--- src/rtl/bitmap_block_allocator_unit_macros.svh ---
// assertion macros used by the block allocator controller
`ifndef BITMAP_BLOCK_ALLOCATOR_UNIT_MACROS_SVH
`define BITMAP_BLOCK_ALLOCATOR_UNIT_MACROS_SVH

// same-cycle implication on aclk, off during reset
`define BBA_ASSERT_IMP(lbl, ante, cons) \
    lbl: assert property (@(posedge aclk) disable iff (!aresetn) (ante) |-> (cons)) \
        else $error("bba assertion failed");

// next-cycle implication on aclk, off during reset
`define BBA_ASSERT_NEXT(lbl, ante, cons) \
    lbl: assert property (@(posedge aclk) disable iff (!aresetn) (ante) |=> (cons)) \
        else $error("bba assertion failed");

// condition that must never hold
`define BBA_ASSERT_NEVER(lbl, cond) \
    lbl: assert property (@(posedge aclk) disable iff (!aresetn) !(cond)) \
        else $error("bba assertion failed");

`endif

--- src/rtl/bba_pkg.sv ---
// shared types, constants and helpers of the bitmap block allocator
package bba_pkg;

    localparam int NUM_BLOCKS    = 1024;
    localparam int RESERVED_LAST = 67;
    localparam int WORD_W        = 32;
    localparam int NUM_WORDS     = NUM_BLOCKS / WORD_W;
    localparam int WADDR_W       = $clog2(NUM_WORDS);
    localparam int BIT_W         = $clog2(WORD_W);
    localparam int BLOCK_W       = 10;
    localparam int KIND_W        = 2;
    localparam int STATUS_W      = 2;
    localparam int S_TDATA_W     = 16;
    localparam int M_TDATA_W     = 16;

    localparam int FIRST_FREE = RESERVED_LAST + 1;
    localparam int FIRST_WORD = FIRST_FREE / WORD_W;
    localparam int FIRST_BIT  = FIRST_FREE % WORD_W;

    localparam logic [WADDR_W-1:0] FIRST_WADDR = WADDR_W'(FIRST_WORD);
    localparam logic [WADDR_W-1:0] LAST_WADDR  = WADDR_W'(NUM_WORDS - 1);
    localparam logic [WORD_W-1:0]  FIRST_MASK  = {WORD_W{1'b1}} << FIRST_BIT;

    localparam logic [KIND_W-1:0] KIND_ALLOC = 2'd0;
    localparam logic [KIND_W-1:0] KIND_FREE  = 2'd1;
    localparam logic [KIND_W-1:0] KIND_CHECK = 2'd2;

    localparam logic [STATUS_W-1:0] ST_DONE      = 2'd0;
    localparam logic [STATUS_W-1:0] ST_NONE_FREE = 2'd1;
    localparam logic [STATUS_W-1:0] ST_RESERVED  = 2'd2;

    typedef enum logic [2:0] {
        S_INIT,
        S_IDLE,
        S_READ,
        S_EVAL,
        S_OUT
    } bba_state_t;

    typedef enum logic [1:0] {
        WR_INIT,
        WR_CLEAR_BIT,
        WR_SET_BIT
    } bba_wr_sel_t;

    typedef struct packed {
        logic        capture;
        logic        rd_en;
        logic        wr_en;
        bba_wr_sel_t wr_sel;
        logic        addr_inc;
        logic        res_load;
        logic        out_load;
    } bba_cmd_t;

    typedef struct packed {
        logic [KIND_W-1:0] kind;
        logic              found;
        logic              last_word;
        logic              free_ok;
        logic              out_free;
    } bba_sts_t;

    // reset contents of one bitmap word: reserved blocks used, others free
    function automatic logic [WORD_W-1:0] init_word(input logic [WADDR_W-1:0] waddr);
        logic [WORD_W-1:0] w;
        w = '0;
        for (int b = 0; b < WORD_W; b++) begin
            w[b] = ((int'(waddr) * WORD_W + b) > RESERVED_LAST);
        end
        return w;
    endfunction

endpackage

--- src/rtl/bba_ram.sv ---
// generic single-port-write, single-port-read ram with registered read
module bba_ram #(
    parameter int WIDTH = 32,
    parameter int DEPTH = 32
) (
    input  logic                     aclk,
    input  logic                     wr_en,
    input  logic [$clog2(DEPTH)-1:0] wr_addr,
    input  logic [WIDTH-1:0]         wr_data,
    input  logic                     rd_en,
    input  logic [$clog2(DEPTH)-1:0] rd_addr,
    output logic [WIDTH-1:0]         rd_data
);

    logic [WIDTH-1:0] mem [DEPTH];

    always_ff @(posedge aclk) begin
        if (wr_en) begin
            mem[wr_addr] <= wr_data;
        end
        if (rd_en) begin
            rd_data <= mem[rd_addr];
        end
    end

endmodule

--- src/rtl/bba_ctrl.sv ---
// controller state machine of the bitmap block allocator
`include "bitmap_block_allocator_unit_macros.svh"

module bba_ctrl import bba_pkg::*; (
    input  logic     aclk,
    input  logic     aresetn,
    input  logic     s_tvalid,
    output logic     s_tready,
    input  bba_sts_t sts,
    output bba_cmd_t cmd
);

    bba_state_t state_reg;
    bba_state_t state_next;

    always_ff @(posedge aclk) begin
        if (!aresetn) begin
            state_reg <= S_INIT;
        end else begin
            state_reg <= state_next;
        end
    end

    always_comb begin
        state_next   = state_reg;
        cmd          = '0;
        cmd.wr_sel   = WR_INIT;
        s_tready     = 1'b0;
        case (state_reg)
            S_INIT: begin
                cmd.wr_en    = 1'b1;
                cmd.wr_sel   = WR_INIT;
                cmd.addr_inc = 1'b1;
                if (sts.last_word) begin
                    state_next = S_IDLE;
                end
            end
            S_IDLE: begin
                s_tready = 1'b1;
                if (s_tvalid) begin
                    cmd.capture = 1'b1;
                    state_next  = S_READ;
                end
            end
            S_READ: begin
                cmd.rd_en  = 1'b1;
                state_next = S_EVAL;
            end
            S_EVAL: begin
                case (sts.kind)
                    KIND_ALLOC: begin
                        if (sts.found) begin
                            cmd.wr_en    = 1'b1;
                            cmd.wr_sel   = WR_CLEAR_BIT;
                            cmd.res_load = 1'b1;
                            state_next   = S_OUT;
                        end else if (sts.last_word) begin
                            cmd.res_load = 1'b1;
                            state_next   = S_OUT;
                        end else begin
                            cmd.addr_inc = 1'b1;
                            state_next   = S_READ;
                        end
                    end
                    KIND_FREE: begin
                        cmd.wr_en    = sts.free_ok;
                        cmd.wr_sel   = WR_SET_BIT;
                        cmd.res_load = 1'b1;
                        state_next   = S_OUT;
                    end
                    default: begin
                        cmd.res_load = 1'b1;
                        state_next   = S_OUT;
                    end
                endcase
            end
            S_OUT: begin
                if (sts.out_free) begin
                    cmd.out_load = 1'b1;
                    state_next   = S_IDLE;
                end
            end
            default: begin
                state_next = S_IDLE;
            end
        endcase
    end

    `BBA_ASSERT_NEVER(a_no_rd_wr_same_cycle, cmd.wr_en && cmd.rd_en)
    `BBA_ASSERT_NEXT(a_accept_then_read, s_tvalid && s_tready, state_reg == S_READ)
    `BBA_ASSERT_IMP(a_out_load_free, cmd.out_load, sts.out_free)
    `BBA_ASSERT_IMP(a_alloc_write_found,
        cmd.wr_en && (state_reg == S_EVAL) && (sts.kind == KIND_ALLOC), sts.found)

endmodule

--- src/rtl/bba_dp.sv ---
// datapath of the bitmap block allocator: request regs, bitmap ram, encoder, result regs
module bba_dp import bba_pkg::*; (
    input  logic                 aclk,
    input  logic                 aresetn,
    input  logic [KIND_W-1:0]    s_kind,
    input  logic [BLOCK_W-1:0]   s_block,
    input  bba_cmd_t             cmd,
    output bba_sts_t             sts,
    input  logic                 m_tready,
    output logic                 m_tvalid,
    output logic [M_TDATA_W-1:0] m_tdata
);

    logic [KIND_W-1:0]   kind_reg;
    logic [BLOCK_W-1:0]  block_reg;
    logic [WADDR_W-1:0]  waddr_reg;
    logic [WADDR_W-1:0]  waddr_next;
    logic [WORD_W-1:0]   rd_data;
    logic [WORD_W-1:0]   wr_data;
    logic [WORD_W-1:0]   scan_word;
    logic                found;
    logic [BIT_W-1:0]    found_bit;
    logic [BIT_W-1:0]    blk_bit;
    logic                in_range;
    logic                reserved;

    logic [STATUS_W-1:0] res_status_reg;
    logic [BLOCK_W-1:0]  res_granted_reg;
    logic                res_free_reg;
    logic [STATUS_W-1:0] res_status_next;
    logic [BLOCK_W-1:0]  res_granted_next;
    logic                res_free_next;

    logic                m_tvalid_reg;
    logic [M_TDATA_W-1:0] m_tdata_reg;

    assign blk_bit  = block_reg[BIT_W-1:0];
    assign in_range = (32'(block_reg) < NUM_BLOCKS);
    assign reserved = (32'(block_reg) <= RESERVED_LAST);

    always_ff @(posedge aclk) begin
        if (cmd.capture) begin
            kind_reg  <= s_kind;
            block_reg <= s_block;
        end
    end

    always_comb begin
        waddr_next = waddr_reg;
        if (cmd.capture) begin
            if (s_kind == KIND_ALLOC) begin
                waddr_next = FIRST_WADDR;
            end else begin
                waddr_next = WADDR_W'(s_block >> BIT_W);
            end
        end else if (cmd.addr_inc) begin
            waddr_next = waddr_reg + 1'b1;
        end
    end

    always_ff @(posedge aclk) begin
        if (!aresetn) begin
            waddr_reg <= '0;
        end else begin
            waddr_reg <= waddr_next;
        end
    end

    always_comb begin
        scan_word = (waddr_reg == FIRST_WADDR) ? (rd_data & FIRST_MASK) : rd_data;
        found     = |scan_word;
        found_bit = '0;
        for (int b = WORD_W - 1; b >= 0; b--) begin
            if (scan_word[b]) begin
                found_bit = BIT_W'(b);
            end
        end
    end

    always_comb begin
        case (cmd.wr_sel)
            WR_CLEAR_BIT: wr_data = rd_data & ~(WORD_W'(1) << found_bit);
            WR_SET_BIT:   wr_data = rd_data | (WORD_W'(1) << blk_bit);
            default:      wr_data = init_word(waddr_reg);
        endcase
    end

    bba_ram #(
        .WIDTH (WORD_W),
        .DEPTH (NUM_WORDS)
    ) u_map (
        .aclk    (aclk),
        .wr_en   (cmd.wr_en),
        .wr_addr (waddr_reg),
        .wr_data (wr_data),
        .rd_en   (cmd.rd_en),
        .rd_addr (waddr_reg),
        .rd_data (rd_data)
    );

    always_comb begin
        res_status_next  = ST_DONE;
        res_granted_next = '0;
        res_free_next    = 1'b0;
        case (kind_reg)
            KIND_ALLOC: begin
                if (found) begin
                    res_granted_next = BLOCK_W'({waddr_reg, found_bit});
                end else begin
                    res_status_next = ST_NONE_FREE;
                end
            end
            KIND_FREE: begin
                if (in_range && reserved) begin
                    res_status_next = ST_RESERVED;
                end
            end
            KIND_CHECK: begin
                res_free_next = in_range & rd_data[blk_bit];
            end
            default: begin
                res_status_next = ST_DONE;
            end
        endcase
    end

    always_ff @(posedge aclk) begin
        if (cmd.res_load) begin
            res_status_reg  <= res_status_next;
            res_granted_reg <= res_granted_next;
            res_free_reg    <= res_free_next;
        end
    end

    always_ff @(posedge aclk) begin
        if (!aresetn) begin
            m_tvalid_reg <= 1'b0;
        end else if (cmd.out_load) begin
            m_tvalid_reg <= 1'b1;
        end else if (m_tready) begin
            m_tvalid_reg <= 1'b0;
        end
    end

    always_ff @(posedge aclk) begin
        if (cmd.out_load) begin
            m_tdata_reg <= M_TDATA_W'({res_free_reg, res_granted_reg, res_status_reg});
        end
    end

    assign m_tvalid = m_tvalid_reg;
    assign m_tdata  = m_tdata_reg;

    assign sts.kind      = kind_reg;
    assign sts.found     = found;
    assign sts.last_word = (waddr_reg == LAST_WADDR);
    assign sts.free_ok   = in_range & ~reserved;
    assign sts.out_free  = ~m_tvalid_reg | m_tready;

endmodule

--- src/rtl/bitmap_block_allocator_unit.sv ---
// top level of the bitmap block allocator
// Free-block bitmap, one bit per block, 1 = free, kept in a 32-bit wide ram.
// Requests enter on the s_ stream: s_tuser carries the kind (allocate, free,
// check) and s_tdata the block number. Each request gives exactly one result
// transaction on the m_ stream: status, granted block and free bit.
// After reset the controller writes the reset image into the bitmap, one word
// per cycle, across all NUM_BLOCKS/32 words (32 at the default size); s_tready
// stays low during that sweep.
// Free and check pass from acceptance to result through capture, ram read,
// evaluate and result load. Allocate reads and evaluates one bitmap word at a
// time, starting at the word that holds the first block above the reserved
// region, with a priority encoder picking the lowest free bit; in the worst
// case at the default size it scans 30 words. One request is in flight at a time.
// The result sits in an output register; a new request is accepted while it
// waits, and if m_tready stays low the next result is held in the datapath
// until the output register is taken.
module bitmap_block_allocator_unit import bba_pkg::*; (
    input  logic                  aclk,
    input  logic                  aresetn,
    input  logic                  s_tvalid,
    output logic                  s_tready,
    input  logic [S_TDATA_W-1:0]  s_tdata,   // [9:0] block
    input  logic [KIND_W-1:0]     s_tuser,   // [1:0] kind
    output logic                  m_tvalid,
    input  logic                  m_tready,
    output logic [M_TDATA_W-1:0]  m_tdata    // [1:0] status, [11:2] granted_block, [12] is_free
);

    bba_cmd_t cmd;
    bba_sts_t sts;

    bba_ctrl u_ctrl (
        .aclk     (aclk),
        .aresetn  (aresetn),
        .s_tvalid (s_tvalid),
        .s_tready (s_tready),
        .sts      (sts),
        .cmd      (cmd)
    );

    bba_dp u_dp (
        .aclk     (aclk),
        .aresetn  (aresetn),
        .s_kind   (s_tuser),
        .s_block  (s_tdata[BLOCK_W-1:0]),
        .cmd      (cmd),
        .sts      (sts),
        .m_tready (m_tready),
        .m_tvalid (m_tvalid),
        .m_tdata  (m_tdata)
    );

endmodule

--- config.mk ---
export PLATFORM = sky130hd
export DESIGN_NAME = bitmap_block_allocator_unit
export DESIGN_NICKNAME = d
export VERILOG_FILES = /design/src/rtl/bba_pkg.sv /design/src/rtl/bba_ram.sv /design/src/rtl/bba_ctrl.sv /design/src/rtl/bba_dp.sv /design/src/rtl/bitmap_block_allocator_unit.sv
export VERILOG_INCLUDE_DIRS = /design/src /design/src/rtl
export SDC_FILE = /design/constraint.sdc
export NUM_CORES = 1
export LEC_CHECK = 0
export BUFFER_PORTS_ARGS = -buffer_cell sky130_fd_sc_hd__buf_2
export CORE_ASPECT_RATIO = 1.5
export CORE_UTILIZATION = 40
export CTS_CLUSTER_SIZE = 16
export DETAILED_ROUTE_END_ITERATION = 8
export GPL_TIMING_DRIVEN = 0
export PLACE_DENSITY = 0.51
export SLEW_MARGIN = 30
export SYNTH_ARGS = -nofsm -noshare
export SYNTH_HDL_FRONTEND = slang
export SYNTH_HIERARCHICAL = 1
export SYNTH_SLANG_ARGS = --single-unit
--- constraint.sdc ---
create_clock -name aclk -period 6.3 [get_ports aclk]
set_clock_uncertainty 0.05 [all_clocks]
set_input_delay 0.63 -clock aclk [delete_from_list [all_inputs] [get_ports aclk]]
set_output_delay 0.63 -clock aclk [all_outputs]
set_load 0.005 [all_outputs]
==> results.json, run 1 <==
{
  "drt-wirelength-per-cell_um": 27.7,
  "drive_gt1_frac": 0.148,
  "drtIter0Drc": 1632,
  "clk_path_buf_depth": 3,
  "place_ws_ns": 0.600,
  "largest_reg_flops": 1024,
  "wl_um": 124000,
  "grt_first_pass_wirelength_um": 179000,
  "clk_pin_slew_ns": 0.06,
  "holdBufCountCts": 0,
  "netlist_instances": 2754,
  "dpl_cell_area_um2": 49100,
  "r2r_cells": 16,
  "maxCapViolations": 0,
  "crit_family": "buffers and inverters",
  "firstDrtPassIters": 5,
  "ys_types": 71,
  "outcome": "completed",
  "cp-start-kind": "register",
  "setup_slack_ns": 0.629,
  "slew_headroom": 0.304,
  "grt_setup_unrepaired": "false",
  "cts_buffers": 102,
  "fmax_mhz": 176,
  "yosys_warnings": 6,
  "place.detailed.hpwl_um": 89600,
  "root_buffer": "clkbuf_16",
  "hold_violations": 0,
  "gp_congestion": 0.900,
  "multi_input_area_um2": 11600,
  "crit_path_max_fanout": 20,
  "ys_seq_elements": 1103,
  "seq_area_um2": 33000,
  "holdPathStages": 1,
  "layout_commonest_cell": "edfxtp_1",
  "holdPathEnd": "u_dp/block_reg[0]",
  "slowest_delay_ns": 0.68,
  "yosysSeqAreaShare": 0.736,
  "holdWs_ns": 0.0673,
  "postCtsSetupBuffers": 0,
  "fillers": 9413,
  "ioPinCount": 40,
  "clk_latency_ns": 0.71,
  "netlist_area_um2": 44900,
  "rrSetupSlack_ns": 0.63,
  "grt_max_degree": 33,
  "h-tree-depth": 3,
  "ys_async_sr_fraction": 0,
  "avgSynthCellArea_um2": 16.3,
  "layoutNonFillerInstCount": 4489,
  "crit_chain": "inv_1, ha_1, nor4b_4, o21bai_1, or2_1, nand2b_1, buf_4, nor4b_1, inv_1, ha_1, o21a_1, clkbuf_1, buf_1, nor2_1, a41oi_4, buf_8",
  "leakage_nw": 17.4,
  "final_area_um2": 52500,
  "setup_violations": 0,
  "r2r-start": "u_dp/waddr_reg[0]",
  "rows": 150,
  "chipWidth_um": 276,
  "hold_start": "s_tdata[0]",
  "cts.sinks": 1103,
  "synth_ff_type": "edfxtp_1",
  "area_growth_pct": 16.9,
  "ir_drop_mv": 0.207,
  "path_class": "register to register",
  "power_density_nw_per_um2": 316,
  "ctsResizeCount": 0,
  "finalCritPeriodShare": 0.900,
  "worstMarginPinSlew_ns": 1.04,
  "grt-ovfl-total": 0,
  "grt.total_usage": 0.221,
  "required_ns": 6.80,
  "r2r_end": "u_dp/u_map/mem[1][18]",
  "finalMaxSlewViolations": 0,
  "portBuffers": 30,
  "period_needed_ns": 5.67,
  "initial_core_util": 0.403,
  "die_area_um2": 114000,
  "dp_cells": 4301,
  "cts_tree": "built",
  "worstPathArrival_ns": 6.17,
  "die_height_um": 412,
  "drc": 0,
  "vias": 25100,
  "antenna_found_initial": 0,
  "crit_buf_inv": 6,
  "detail-route-antenna-nets": 0,
  "grt_pass1_vias": 26100,
  "nets": 2988,
  "via_per_inst": 5.58,
  "critPathCaptureType": "register",
  "most-common-layout-cells": "edfxtp_1 (1094), mux2i_1 (515), nand2_1 (141)",
  "critPathSlowestCell": "dfxtp_1",
  "synth_edf_count": 1094,
  "hp-class": "input port to register",
  "core_um2": 111000
}
## power breakdown
part	internal [mW]	leakage (nW)	switching, mW
logic	0.540	5.59	1.25
registers	8.47	10.1	0.0378
clock network	3.58	1.66	2.73
total	12.6	17.4	4.01
## stage by stage
| step | total power, mW | setup TNS (ns) | util |
|---|---|---|---|
| after global placement | 10.3 | -1005.18 | 0.421 |
| after floorplan | 9.57 | 0 | - |
| after CTS | 16.8 | 0 | 0.472 |
| final | 16.6 | 0 | 0.472 |
| after detailed placement | 10.5 | 0 | 0.441 |
| after global routing | 17.1 | 0 | 0.472 |
## cell families after synthesis
kind of cell,Yosys count,synth area share
other,1,0.0000836
flip-flops,1103,0.736
AO/OA/AOI/OAI,455,0.0679
buffers and inverters,174,0.0215
AND/OR/NAND/NOR,488,0.0527
XOR/XNOR,3,0.000586
multiplexers,525,0.120
adder cells (fa/ha/maj),5,0.00139
## Yosys cell counts (7+ instances only)
cell type,count,area [um^2]
mux4_2,10,225
mux2i_1,515,5150
and2_1,8,50.1
nor3_1,52,260
or3_1,8,50.1
a21oi_1,141,706
a21o_1,10,75.1
nand3b_1,8,60.1
nand2b_1,14,87.6
a22o_1,64,561
edfxtp_1,1094,32900
nand3_1,101,505
and3_1,8,50.1
nor2b_1,11,68.8
a41oi_1,14,123
dfxtp_1,9,180
buf_2,35,175
nor2_1,98,368
nor4_1,7,43.8
a31oi_1,49,307
a22oi_1,98,736
clkbuf_1,57,214
o21ai_0,35,175
nand2_1,141,529
buf_6,15,169
buf_1,12,45.0
buf_4,39,293
inv_1,14,52.6
## final cells by class
class,instances,area share
multi-input cells,1479,0.221
plain buffers,160,0.0174
diodes,1,0.0000477
clock buffers,122,0.0509
repair buffers,101,0.0314
clock inverters,65,0.0141
inverters,14,0.00100
flip-flops and latches,1103,0.629
well taps,1444,0.0344
## worst max path at each step
stage                            from               endpoint  slack (ns)  cells past startpoint
floorplan           u_dp/waddr_reg[0]  u_dp/u_map/mem[28][0]        1.65                     13
finish              u_dp/waddr_reg[0]  u_dp/u_map/mem[1][18]        0.63                     16
CTS                 u_dp/waddr_reg[0]  u_dp/u_map/mem[0][18]        0.61                     16
global route        u_dp/waddr_reg[0]  u_dp/u_map/mem[1][18]        0.37                     16
global placement    u_dp/waddr_reg[0]  u_dp/u_map/mem[2][18]       -1.41                     15
detailed placement  u_dp/waddr_reg[0]  u_dp/u_map/mem[2][18]        0.60                     16
## layer usage
layer,GRT usage,wire length (um),vias up
met3,0.0201,4090,234
li1,-,-,11300
met4,0.109,6030,0
met2,0.416,68100,647
met5,0,0,-
met1,0.246,46100,12900
Note: power is estimated with default switching activity, not from simulation.
==> inputs of run 2 (changes only) <==
Settings changed: ABC_AREA set to 1.
==> results.json, run 2 <==
{
  "grt-ovfl-total": 0,
  "ys_types": 41,
  "seq_area_um2": 33000,
  "synthXorXnorAreaFrac": 0,
  "drt-wirelength-per-cell_um": 26.4,
  "required_ns": 6.48,
  "ir_drop_mv": 0.234,
  "power.internal_mw": 12.7,
  "synth_top_family_by_area": "simple AND/OR/NAND/NOR gates",
  "place.detailed.hpwl_um": 112000,
  "synth.most_common_cell": "nand2_1",
  "cts_buffers": 105,
  "initial_core_util": 0.403,
  "crit_buf_inv": 5,
  "layout_commonest_cell": "nand2_1",
  "holdWs_ns": 0.0447,
  "h-tree-depth": 3,
  "grt_setup_unrepaired": "false",
  "portBuffers": 30,
  "layoutNonFillerInstCount": 6052,
  "leakage_nw": 20.6,
  "dp_cells": 5851,
  "yosys-top-cells-count": "nand2_1 (1710), edfxtp_1 (1094), nand3_1 (805)",
  "netlist_instances": 4191,
  "area_growth_pct": 16.9,
  "drive_gt1_frac": 0.120,
  "rrSetupSlack_ns": 0.66,
  "nets": 4440,
  "cts.sinks": 1103,
  "yosysSeqAreaShare": 0.706,
  "period_needed_ns": 5.64,
  "r2r_end": "u_dp/u_map/mem[6][19]",
  "die_height_um": 421,
  "ys_seq_elements": 1103,
  "fillers": 10600,
  "worstPathArrival_ns": 5.82,
  "rows": 153,
  "vias": 32100,
  "crit_chain": "inv_1, ha_1, nand3_1, o21ai_0, nand2_1, nor2_1, nand3_1, buf_4, nand2_1, nor2_1, inv_1, ha_1, o21ai_0, clkbuf_1, clkbuf_1, nand2_2",
  "finalMaxSlewViolations": 0,
  "r2r-start": "u_dp/waddr_reg[0]",
  "cp-start-kind": "register",
  "grt_max_degree": 33,
  "postCtsSetupBuffers": 0,
  "r2r_cells": 16,
  "synth_compound_area_frac": 0.0119,
  "fmax_mhz": 177,
  "ys_async_sr_fraction": 0,
  "ioPinCount": 40,
  "slowest_delay_ns": 0.73,
  "holdBufCountCts": 5,
  "ctsResizeCount": 0,
  "core_um2": 116000,
  "yosys.area.top_type": "edfxtp_1",
  "synth_top_area_frac": 0.702,
  "synth_edf_count": 1094,
  "root_buffer": "clkbuf_16",
  "holdPathEnd": "u_dp/block_reg[4]",
  "synthAdderAreaFrac": 0.00134,
  "maxCapViolations": 0,
  "grt.total_usage": 0.271,
  "p_total_mw": 17.1,
  "hold_violations": 0,
  "netlist_area_um2": 46800,
  "grt_first_pass_wirelength_um": 224000,
  "combPwrFrac": 0.120,
  "grt_pass1_vias": 31100,
  "finalCritPeriodShare": 0.895,
  "die_area_um2": 118000,
  "firstDrtPassIters": 5,
  "critPathCaptureType": "register",
  "clk_path_buf_depth": 3,
  "synthMuxAreaShare": 0,
  "avgSynthCellArea_um2": 11.2,
  "clk_pin_slew_ns": 0.07,
  "setup_violations": 0,
  "hp-class": "input port to register",
  "crit_family": "buffers and inverters",
  "switching_share": 0.258,
  "clk_latency_ns": 0.74,
  "holdPathStages": 1,
  "slew_headroom": 0.381,
  "wl_um": 160000,
  "drtIter0Drc": 2690,
  "worstMarginPinSlew_ns": 0.925,
  "cp.depth": 16,
  "critPathSlowestCell": "nand2_2",
  "yosys_warnings": 6,
  "chipWidth_um": 281,
  "cts_tree": "built",
  "most-common-layout-cells": "nand2_1 (1679), edfxtp_1 (1094), nand3_1 (805)",
  "crit_path_max_fanout": 32,
  "gp_congestion": 1.01,
  "power.switching_mw": 4.40,
  "finish.utilization": 0.472,
  "antenna_found_initial": 3,
  "outcome": "completed",
  "detail-route-antenna-nets": 0,
  "via_per_inst": 5.30,
  "drc": 0,
  "multi_input_area_um2": 12000,
  "power_density_nw_per_um2": 312,
  "largest_reg_flops": 1024,
  "synth_ff_type": "edfxtp_1",
  "path_class": "register to register",
  "yosys-top-cells-area": "edfxtp_1 (70%), nand2_1 (14%), nand3_1 (8.6%)",
  "pwr-share-clk": 0.384,
  "seq_power_share": 0.496,
  "hold_start": "s_tdata[4]",
  "synth-simple-area-share": 0.236
}
[run 2: cell types whose count changed in the layout (fill, tap and decap cells not counted), moves of 22 or more]
| cell | change |
|---|---|
| a21oi_1 | -135 |
| a22o_1 | -64 |
| a22oi_1 | -90 |
| a31oi_1 | -38 |
| buf_2 | +54 |
| buf_6 | +50 |
| clkbuf_1 | -22 |
| inv_1 | +92 |
| mux2i_1 | -515 |
| nand2_1 | +1538 |
| nand2_2 | +34 |
| nand3_1 | +704 |
| nor3_1 | -46 |
[run 2: cell type report]
type / count / area share
sequential: 1103 / 0.603
multi-input combinational: 2735 / 0.220
clock buffer: 126 / 0.0510
timing repair buffer: 113 / 0.0382
tap: 1550 / 0.0354
buffer: 243 / 0.0309
clock inverter: 68 / 0.0136
inverter: 112 / 0.00782
antenna: 2 / 0.0000914
[run 2: cell families after synthesis]
kind of cell / after synthesis
buffers and inverters: 355
AND/OR/NAND/NOR: 2639
other: 1
flip-flops: 1103
adder cells (fa/ha/maj): 5
AO/OA/AOI/OAI: 88
[run 2: per-stage QoR]
step           TNS [ns]  setup WS [ns]  cell area (um^2)
2_1_floorplan         0           2.43             46800
3_3_place_gp    -292.69         -0.636             48900
3_5_place_dp          0          0.806             51100
4_1_cts               0          0.757             54700
5_1_grt               0          0.382             54700
6_report              0          0.659             54700
[run 2: how the worst max path moves through the flow]
stage,endpoint,from,slack [ns]
floorplan,u_dp/u_map/mem[31][0],u_dp/waddr_reg[0],2.43
global placement,u_dp/u_map/mem[25][22],u_dp/waddr_reg[0],-0.64
detailed placement,u_dp/u_map/mem[24][19],u_dp/waddr_reg[0],0.81
CTS,u_dp/u_map/mem[6][19],u_dp/waddr_reg[0],0.76
global route,u_dp/u_map/mem[14][19],u_dp/waddr_reg[0],0.38
finish,u_dp/u_map/mem[6][19],u_dp/waddr_reg[0],0.66
[run 2: routing by layer]
layer | part of all wire | wire, um | track usage | vias to the layer above
met2 | 0.53 | 84000 | 0.490 | 1148
li1 | - | - | - | 14900
met5 | 0.000069 | 11 | 0 | -
met3 | 0.055 | 8750 | 0.0338 | 352
met1 | 0.36 | 57000 | 0.300 | 15700
met4 | 0.063 | 10100 | 0.167 | 2
[run 2: power groups by stage]
stage,combinational [mW],clock (mW),sequential (mW)
finish,2.04,6.56,8.46
detailed placement,2.04,0,8.61
global route,2.17,6.90,8.46
global placement,1.91,0,8.65
CTS,2.05,6.64,8.46
floorplan,1.03,0,8.61
